==> src/rtl/mhcf_pkg.sv <==
// Package with item types and CRC constants for the message header framer.
`default_nettype none

package mhcf_pkg;

    localparam int unsigned HDR_LENGTH_W = 13;

    localparam logic [31:0] CRC_INIT = 32'hFFFF_FFFF;
    localparam logic [31:0] CRC_POLY = 32'hEDB8_8320;

    typedef struct packed {
        logic [7:0]  payload_byte;
        logic        has_byte;
        logic        last_byte;
        logic [4:0]  subaddress;
        logic [63:0] send_time_us;
    } in_item_t;

    typedef struct packed {
        logic [31:0]             hdr_sync_word;
        logic [4:0]              hdr_opcode;
        logic [HDR_LENGTH_W-1:0] hdr_length;
        logic [31:0]             hdr_sequence;
        logic [31:0]             hdr_crc;
        logic [63:0]             hdr_send_time;
    } out_item_t;

endpackage

`default_nettype wire

==> src/rtl/message_header_crc32_framer_top.sv <==
// Message header framer: per-byte reflected CRC-32 and header generation.
// A last item's header is loaded into the output register when the item leaves the input register.
// Throughput: one item per cycle unless a header is stalled, set by the 8-bit CRC update.
// While a header waits, an empty input register still takes one item, then input stalls.
// Reset: CRC to all ones, byte count and sequence to zero, sync word to zero,
// both item registers empty.
`default_nettype none

module message_header_crc32_framer_top #(
    parameter int unsigned HEADER_BYTES = 48,
    parameter int unsigned MAX_PAYLOAD  = 4096
) (
    input  wire logic                clk,
    input  wire logic                rst_n,
    input  wire logic                in_valid,
    output logic                     in_stall,
    input  wire mhcf_pkg::in_item_t  in_item,
    output logic                     out_valid,
    input  wire logic                out_stall,
    output mhcf_pkg::out_item_t      out_item,
    input  wire logic                cfg_we,
    input  wire logic [31:0]         cfg_data
);

    localparam int unsigned CNT_W = $clog2(MAX_PAYLOAD + 1);
    localparam int unsigned SUM_W =
        ((CNT_W > mhcf_pkg::HDR_LENGTH_W) ? CNT_W : mhcf_pkg::HDR_LENGTH_W) + 1;

    function automatic logic [31:0] crc_fold_byte(input logic [31:0] crc,
                                                  input logic [7:0]  b);
        logic [31:0] c;
        c = crc ^ {24'd0, b};
        for (int k = 0; k < 8; k++) begin
            if (c[0])
                c = (c >> 1) ^ mhcf_pkg::CRC_POLY;
            else
                c = c >> 1;
        end
        return c;
    endfunction

    logic                 in_valid_reg;
    mhcf_pkg::in_item_t   in_reg;
    logic                 out_valid_reg;
    mhcf_pkg::out_item_t  out_reg;
    mhcf_pkg::out_item_t  out_next;
    logic [31:0]          sync_reg;
    logic [31:0]          crc_reg;
    logic [31:0]          crc_next;
    logic [CNT_W-1:0]     count_reg;
    logic [CNT_W-1:0]     count_next;
    logic [31:0]          seq_reg;
    logic                 advance;
    logic                 fire;
    logic                 take_byte;
    logic [SUM_W-1:0]     len_sum;

    assign advance  = !out_valid_reg || !out_stall;
    assign fire     = in_valid_reg && advance;
    assign in_stall = in_valid_reg && !advance;

    assign take_byte = in_reg.has_byte && (count_reg < CNT_W'(MAX_PAYLOAD));

    always_comb
    begin
        crc_next   = crc_reg;
        count_next = count_reg;
        if (take_byte)
        begin
            crc_next   = crc_fold_byte(crc_reg, in_reg.payload_byte);
            count_next = count_reg + CNT_W'(1);
        end
    end

    assign len_sum = SUM_W'(count_next) + SUM_W'(HEADER_BYTES);

    always_comb
    begin
        out_next.hdr_sync_word = sync_reg;
        out_next.hdr_opcode    = in_reg.subaddress;
        out_next.hdr_length    = len_sum[mhcf_pkg::HDR_LENGTH_W-1:0];
        out_next.hdr_sequence  = seq_reg;
        out_next.hdr_crc       = ~crc_next;
        out_next.hdr_send_time = in_reg.send_time_us;
    end

    always_ff @(posedge clk or negedge rst_n)
    begin
        if (!rst_n)
        begin
            in_valid_reg  <= 1'b0;
            out_valid_reg <= 1'b0;
            sync_reg      <= 32'd0;
            crc_reg       <= mhcf_pkg::CRC_INIT;
            count_reg     <= '0;
            seq_reg       <= 32'd0;
        end
        else
        begin
            if (cfg_we)
                sync_reg <= cfg_data;
            if (!in_stall)
                in_valid_reg <= in_valid;
            if (advance)
                out_valid_reg <= fire && in_reg.last_byte;
            if (fire)
            begin
                if (in_reg.last_byte)
                begin
                    crc_reg   <= mhcf_pkg::CRC_INIT;
                    count_reg <= '0;
                    seq_reg   <= seq_reg + 32'd1;
                end
                else
                begin
                    crc_reg   <= crc_next;
                    count_reg <= count_next;
                end
            end
        end
    end

    always_ff @(posedge clk)
    begin
        if (!in_stall && in_valid)
            in_reg <= in_item;
        if (fire && in_reg.last_byte)
            out_reg <= out_next;
    end

    assign out_valid = out_valid_reg;
    assign out_item  = out_reg;

    a_count_bound: assert property (@(posedge clk) disable iff (!rst_n)
        count_reg <= CNT_W'(MAX_PAYLOAD))
        else $error("byte count above maximum payload");

    a_clear_on_last: assert property (@(posedge clk) disable iff (!rst_n)
        fire && in_reg.last_byte |=> count_reg == '0 && crc_reg == mhcf_pkg::CRC_INIT)
        else $error("message state not cleared after last item");

    a_seq_step: assert property (@(posedge clk) disable iff (!rst_n)
        fire && in_reg.last_byte |=> seq_reg == $past(seq_reg) + 32'd1)
        else $error("sequence number did not advance");

    a_header_on_last: assert property (@(posedge clk) disable iff (!rst_n)
        fire && in_reg.last_byte |=> out_valid_reg)
        else $error("last item produced no header");

    a_stall_cause: assert property (@(posedge clk) disable iff (!rst_n)
        in_stall |-> in_valid_reg && out_valid_reg && out_stall)
        else $error("input stalled without a held header");

endmodule

`default_nettype wire
==> config.mk <==
export PLATFORM = sky130hd
export DESIGN_NAME = message_header_crc32_framer_top
export DESIGN_NICKNAME = d
export VERILOG_FILES = /design/src/rtl/mhcf_pkg.sv /design/src/rtl/message_header_crc32_framer_top.sv
export SDC_FILE = /design/constraint.sdc
export NUM_CORES = 1
export LEC_CHECK = 0
export BUFFER_PORTS_ARGS = -buffer_cell sky130_fd_sc_hd__clkbuf_2
export CAP_MARGIN = 25
export CORE_UTILIZATION = 40
export CTS_CLUSTER_DIAMETER = 80
export DETAILED_ROUTE_END_ITERATION = 12
export PLACE_DENSITY_LB_ADDON = 0.08
export REMOVE_ABC_BUFFERS = 1
export SLEW_MARGIN = 20
export SYNTH_ARGS = -nofsm -noshare
export SYNTH_HDL_FRONTEND = slang
export SYNTH_SLANG_ARGS = --single-unit
==> constraint.sdc <==
create_clock -name clk -period 5.35 [get_ports clk]
set_input_delay 1.07 -clock clk [delete_from_list [all_inputs] [get_ports clk]]
set_output_delay 1.07 -clock clk [all_outputs]
set_load 0.005 [all_outputs]
==> reports/qor.tcl, run 1 <==
set qor(outcome) {complete, no violations}
set qor(final_core_util_pct) 50.3
set qor(globalRouteOverflowTotal) 0
set qor(fp-row-count) 68
set qor(slew_violations) 0
set qor(r2r_cells) 5
set qor(initial_drt_markers) 482
set qor(worst_hold_path_type) {primary input to async pin}
set qor(path_common_cell) {sky130_fd_sc_hd__buf_4}
set qor(count_of_buffering_cells_on_the_critical_path_with_inverters_included) 4
set qor(totalWireLength_um) 27200
set qor(regToRegEndpoint) {out_item[163]$_DFFE_PP_}
set qor(cts_root_buf) {sky130_fd_sc_hd__clkbuf_16}
set qor(finalWeightedCongestion) 0.733
set qor(switching_power_w) 0.00223
set qor(wl_per_cell_um) 16.8
set qor(syn-mean-instance-area_um2) 17.3
set qor(crit_slowest_cell) {sky130_fd_sc_hd__buf_4}
set qor(via_count_of_the_first_global_routing_pass) 7546
set qor(clock_tree.buffer_depth) 3
set qor(setup_viol) 0
set qor(antenna_violations_before_repair) 1
set qor(timing.critical_path.from) {out_stall}
set qor(clock_slew_seen_by_the_registers_of_the_worst_setup_and_hold_paths_ps) 60
set qor(clock_power_share_pct) 31.7
set qor(critical_path.max_fanout) 49
set qor(crit_required_ps) 5520
set qor(achievable-frequency_ghz) 0.354
set qor(crit_end) {out_item[163]$_DFFE_PP_}
set qor(timing.critical_path.arrival_ps) 3000
set qor(area.growth.synth_to_final_pct) 23.9
set qor(clock_latency_ps) 520
set qor(critical-path-top-delay-family) {buffers and inverters}
set qor(irDropWorstVdd_mv) 0.260
set qor(dieArea_mm2) 0.0357
set qor(die_height_um) 189
set qor(largest_reg_flops) 178
set qor(synth-seq-area-share_pct) 75.3
set qor(cp_cell_sequence) {clkbuf_2 > a21boi_4 > buf_4 > nand2_1 > clkinv_4 > buf_4}
set qor(pwr-share-comb_pct) 23.7
set qor(floorplan.initialDensity_pct) 40.6
set qor(netlist.area_leader.share_pct) 55.2
set qor(crit_type) {primary input to register}
set qor(post_cts_resized) 0
set qor(final_hold_viol_count) 0
set qor(synth-async-reset-ratio_pct) 30.2
set qor(cts_tree) {done}
set qor(number_of_max_cap_violations) 0
set qor(period_share_pct) 52.9
set qor(width_of_the_die_um) 189
set qor(setup_repair_after_global_routing_missed_its_margin) {false}
set qor(tritoncts_num_sinks) 368
set qor(post-route-drc-count) 0
set qor(number_of_instances_in_the_synthesized_netlist) 810
set qor(grt_start_max_net_pins) 67
set qor(distinct_cell_type_count_of_the_synthesized_netlist) 52
set qor(firstDrtPassIters) 7
set qor(yosys_warnings) 0
set qor(min_tclk_post_route_ps) 2830
set qor(netlist_area_mm2) 0.0140
set qor(cts_made_buffers) 40
set qor(grtUsageTotal_pct) 15.2
set qor(sequentialPowerShare_pct) 44.6
set qor(worst_setup_path_end_kind) {register}
set qor(cts_setup_buffers) 0
set qor(worst-r2r-setup-slack_ps) 2780
set qor(num_antenna_cells) 0
set qor(hold_buffers) 0
set qor(power.share.switching_pct) 26.3
set qor(total_power_w) 0.00847
set qor(netlist_top_cells_area) {sky130_fd_sc_hd__edfxtp_1 55%, sky130_fd_sc_hd__dfrtp_1 14%, sky130_fd_sc_hd__dfstp_2 6.0%}
set qor(timing_worst_slew_pin_value_ps) 834
set qor(finalClockSkew_ps) 9.31
set qor(port_buffers) 295
set qor(drt-vias-per-instance) 4.70
set qor(fin_nets) 1251
set qor(antenna_left) 0
set qor(cts_htree_levels) 2
set qor(detailedPlacementHpwl_um) 18200
set qor(main_synth_ff_type) {sky130_fd_sc_hd__edfxtp_1}
set qor(coreArea_mm2) 0.0345
set qor(setup.worst_path.start_class) {primary input}
set qor(number_of_enable_type_register_cells_in_the_synthesized_netlist) 257
set qor(netlist.top_cell.by_area) {sky130_fd_sc_hd__edfxtp_1}
set qor(cell_internal_pwr_w) 0.00624
set qor(highest_cell_delay_on_the_worst_timing_path_ps) 480
set qor(power_density_mw_per_mm2) 489
set qor(worst_r2r_startpoint) {out_valid$_DFFE_PN0N_}
set qor(layout-drive-gt1-share_pct) 38.7
set qor(critical_path_depth) 6
set qor(headroom_to_the_max_slew_limit_pct) 44.4
set qor(leakage_nw) 7.03
set qor(synth.ff_latch_count) 368
set qor(ios) 296
set qor(first_pass_grt_wire_length_um) 42300
set qor(vias) 7604
==> stage by stage <==
step	cell area [um2]	setup TNS (ps)	hold slack, ps	cells	setup WS (ps)
floorplan	13900	-182030	400	784	-1230
global placement	16000	0	400	1545	1940
detailed placement	16000	0	405	1545	1890
CTS	17300	0	340	1618	2440
global route	17300	0	339	1618	2310
finish	17300	0	366	1618	2520
==> power by group through the flow <==
stage	sequential [W]	clock [W]	combinational (W)
6_report	0.00378	0.00268	0.00200
5_1_grt	0.00382	0.00288	0.00221
4_1_cts	0.00378	0.00277	0.00206
3_5_place_dp	0.00384	0	0.00205
3_3_place_gp	0.00383	0	0.00204
2_1_floorplan	0.00383	0	0.00147
==> worst min-delay path by stage <==
stage                         endpoint            startpoint  slack (ps)  cells past startpoint
3_5_place_dp    out_item[23]$_DFFE_PP_  in_reg[23]$_DFFE_PP_         400                      0
2_1_floorplan    out_item[0]$_DFFE_PP_   in_reg[0]$_DFFE_PP_         400                      0
6_report       sync_reg[9]$_DFFE_PN0P_                 rst_n         370                      1
3_3_place_gp    out_item[62]$_DFFE_PP_  in_reg[62]$_DFFE_PP_         400                      0
5_1_grt        sync_reg[9]$_DFFE_PN0P_                 rst_n         340                      1
4_1_cts        sync_reg[0]$_DFFE_PN0P_                 rst_n         340                      1
==> final cells by class <==
class	count	area, um2
Clock buffer	55	1090
Fill cell	2983	17100
Sequential cell	368	10500
Clock inverter	18	195
Multi-Input combinational cell	406	3310
Timing Repair Buffer	306	1570
Inverter	10	42.5
Tap cell	455	569
==> synthesized netlist by cell type, drive strengths merged, types with 11 or more instances <==
cell / number
xnor2: 68
xor2: 28
nor2: 51
clkbuf: 15
mux2i: 19
a21oi: 41
dfrtp: 79
o22a: 13
xnor3: 13
edfxtp: 257
mux2: 33
o21ai: 15
buf: 11
nand3: 13
dfstp: 32
nand4: 12
nand2: 34
==> routing by layer <==
metal	global-route usage [%]	vias to the layer above	routed length (um)
met5	0	-	11
met4	4.09	2	507
met3	5.71	47	2600
met2	23.3	259	12100
met1	20.3	3648	11900
li1	-	3648	-
==> layout by cell type (no fill, tap or decap), drive strengths merged, types with 19 or more instances in the layout <==
cell type / n
clkbuf: 349
edfxtp: 257
dfrtp: 79
xnor2: 68
nor2: 51
a21oi: 41
nand2: 34
mux2: 33
dfstp: 32
xor2: 28
mux2i: 19
==> kinds of logic after synthesis <==
family | count (synthesis) | share of synthesized area (%)
xor gates and xnor gates | 112 | 9.84
muxes | 52 | 4.04
buffers and inverters | 36 | 1.09
AOI/OAI and AO/OA | 91 | 4.13
DFF | 368 | 75.3
and+or+nand+nor | 148 | 5.27
adders and majority gates | 3 | 0.268
(Power assumes the default switching activity.)
==> run 2: changes to the inputs <==
==> constraint.sdc (replaced) <==
create_clock -name clk -period 2.28 [get_ports clk]
set_input_delay 0.456 -clock clk [delete_from_list [all_inputs] [get_ports clk]]
set_output_delay 0.456 -clock clk [all_outputs]
set_load 0.005 [all_outputs]
==> run 2 against run 1 <==
  * Sequential power increased by 130%
  * Final area increased by 2.1%
  * Total power increased by 130%
  * Sequential cell count unchanged
  * Worst setup slack got worse by 2400 ps
  * Worst hold slack got worse by 270 ps
  * Sequential share of layout area decreased by 1.3 points
  * Clock skew increased by 3.0 ps
  * Utilization increased by 1.1 points
  * Global-route usage increased by 0.73 points
  * Combinational power increased by 140%
  * Non-clock buffer count increased by 31
  * Largest cell class unchanged
==> reports/qor.tcl, run 2 (synthesized netlist as in run 1, its figures left out) <==
set qor(final_area_mm2) 0.0177
set qor(port_buffers) 295
set qor(finalWeightedCongestion) 0.755
set qor(critical_path.max_fanout) 6
set qor(area.growth.synth_to_final_pct) 26.5
set qor(place_area_mm2) 0.0164
set qor(multi_input_area_mm2) 0.00334
set qor(finalClockSkew_ps) 12.4
set qor(antenna_left) 0
set qor(antenna_violations_before_repair) 2
set qor(clock_latency_ps) 530
set qor(detailedPlacementHpwl_um) 19300
set qor(power_density_mw_per_mm2) 1120
set qor(worst_r2r_startpoint) {count_reg[0]$_DFFE_PN0P_}
set qor(fin_nets) 1283
set qor(clock_tree.buffer_depth) 3
set qor(hp-start) {in_item[77]}
set qor(achievable-frequency_ghz) 0.459
set qor(totalWireLength_um) 28500
set qor(width_of_the_die_um) 189
set qor(outcome) {complete, no violations}
set qor(leakage_nw) 7.23
set qor(worst_hold_path_type) {primary input to register}
set qor(headroom_to_the_max_slew_limit_pct) 60.9
set qor(coreArea_mm2) 0.0345
set qor(initial_drt_markers) 404
set qor(num-fill-cells) 2954
set qor(min_tclk_post_route_ps) 2180
set qor(timing.critical_path.arrival_ps) 2420
set qor(worst-r2r-setup-slack_ps) 100
set qor(final_hold_viol_count) 0
set qor(fp-row-count) 68
set qor(setup.worst_path.start_class) {register}
set qor(cts_htree_levels) 2
set qor(hold_path_depth) 1
set qor(dieArea_mm2) 0.0357
set qor(globalRouteOverflowTotal) 0
set qor(crit_required_ps) 2520
set qor(regToRegEndpoint) {out_item[140]$_DFFE_PP_}
set qor(cts_tree) {done}
set qor(timing_worst_slew_pin_value_ps) 584
set qor(grt_start_max_net_pins) 44
set qor(num_antenna_cells) 0
set qor(largest_reg_flops) 178
set qor(dpl_worst_slack_ps) 72.2
set qor(via_count_of_the_first_global_routing_pass) 7846
set qor(holdPathEnd) {in_reg[77]$_DFFE_PP_}
set qor(layout-drive-gt1-share_pct) 40.9
set qor(worst_setup_path_end_kind) {register}
set qor(number_of_max_cap_violations) 0
set qor(firstDrtPassIters) 4
set qor(mostFrequentLayoutCells) {294 x sky130_fd_sc_hd__clkbuf_2, 257 x sky130_fd_sc_hd__edfxtp_1, 78 x sky130_fd_sc_hd__dfrtp_1}
set qor(floorplan.initialDensity_pct) 40.6
set qor(clock_slew_seen_by_the_registers_of_the_worst_setup_and_hold_paths_ps) 60
set qor(layout_commonest_cell) {sky130_fd_sc_hd__clkbuf_2}
set qor(setup_total_negative_slack_ps) 0
set qor(irDropWorstVdd_mv) 0.612
set qor(tritoncts_num_sinks) 368
set qor(r2r_cells) 5
set qor(first_pass_grt_wire_length_um) 43800
set qor(period_share_pct) 95.6
set qor(setup_repair_after_global_routing_missed_its_margin) {false}
set qor(post-route-drc-count) 0
set qor(wl_per_cell_um) 17.3
set qor(regArea_mm2) 0.0105
set qor(cts_made_buffers) 41
set qor(cts_root_buf) {sky130_fd_sc_hd__clkbuf_16}
set qor(setup_viol) 0
set qor(grtUsageTotal_pct) 16.0
set qor(slew_violations) 0
set qor(drt-vias-per-instance) 4.73
set qor(vias) 7796
set qor(ios) 296
set qor(crit_type) {register to register}
set qor(worst_slack_ps) 101
set qor(die_height_um) 189
run 2: final cells by class:
cell class | count | share of cell area [%]
Multi-Input combinational cell | 406 | 18.9
Sequential cell | 368 | 59.6
Inverter | 10 | 0.240
Clock inverter | 18 | 0.849
Clock buffer | 55 | 6.32
Tap cell | 455 | 3.22
Timing Repair Buffer | 337 | 10.9
run 2: stage by stage:
| step | hold WS (ps) | power [W] | util [%] | cells |
|---|---|---|---|---|
| 2_1_floorplan | 160 | 0.0124 | - | 784 |
| 3_3_place_gp | 400 | 0.0138 | 47.6 | 1575 |
| 3_5_place_dp | 405 | 0.0139 | 47.6 | 1575 |
| 4_1_cts | 73.0 | 0.0202 | 51.3 | 1649 |
| 5_1_grt | 76.8 | 0.0209 | 51.3 | 1649 |
| 6_report | 99.5 | 0.0199 | 51.3 | 1649 |
run 2: repair_timing:
item	CTS	global route
hold endpoints to repair	7	0
buffers inserted	0	0
resized for setup	0	5
endpoints found under the setup margin	0	3
hold buffers	1	0
run 2: worst max-delay path by stage:
stage                             startpoint                       to  slack, ps  depth (start not counted)
CTS                 count_reg[0]$_DFFE_PN0P_  out_item[140]$_DFFE_PP_         80                          8
detailed placement  count_reg[0]$_DFFE_PN0P_  out_item[140]$_DFFE_PP_         70                          8
finish              count_reg[0]$_DFFE_PN0P_  out_item[140]$_DFFE_PP_        100                          5
global placement    count_reg[0]$_DFFE_PN0P_  out_item[140]$_DFFE_PP_        140                          8
global route        count_reg[0]$_DFFE_PN0P_  out_item[140]$_DFFE_PP_          9                          5
floorplan              out_valid$_DFFE_PN0N_   seq_reg[3]$_DFFE_PN0P_      -3710                          5
run 2: per-layer routing:
layer / GRT usage, % / up-vias / part of all wire [%]
li1: - / 3714 / -
met1: 20.9 / 3779 / 44
met2: 24.5 / 256 / 45
met3: 6.14 / 43 / 9.4
met4: 4.90 / 4 / 1.8
met5: 0 / - / 0.098
run 2: critical path: stages (launching register included):
cell,delay [ps]
sky130_fd_sc_hd__dfrtp_1,390
sky130_fd_sc_hd__ha_1,260
sky130_fd_sc_hd__or4_1,610
sky130_fd_sc_hd__a311oi_4,320
sky130_fd_sc_hd__nand4_1,160
sky130_fd_sc_hd__xnor2_1,160
run 2: power by group:
part	internal [W]	leakage [nW]	total, W	switching [W]
registers	0.00837	3.76	0.00887	0.000501
clock network	0.00367	0.617	0.00619	0.00252
logic	0.00257	2.85	0.00480	0.00223
total	0.0146	7.23	0.0199	0.00525
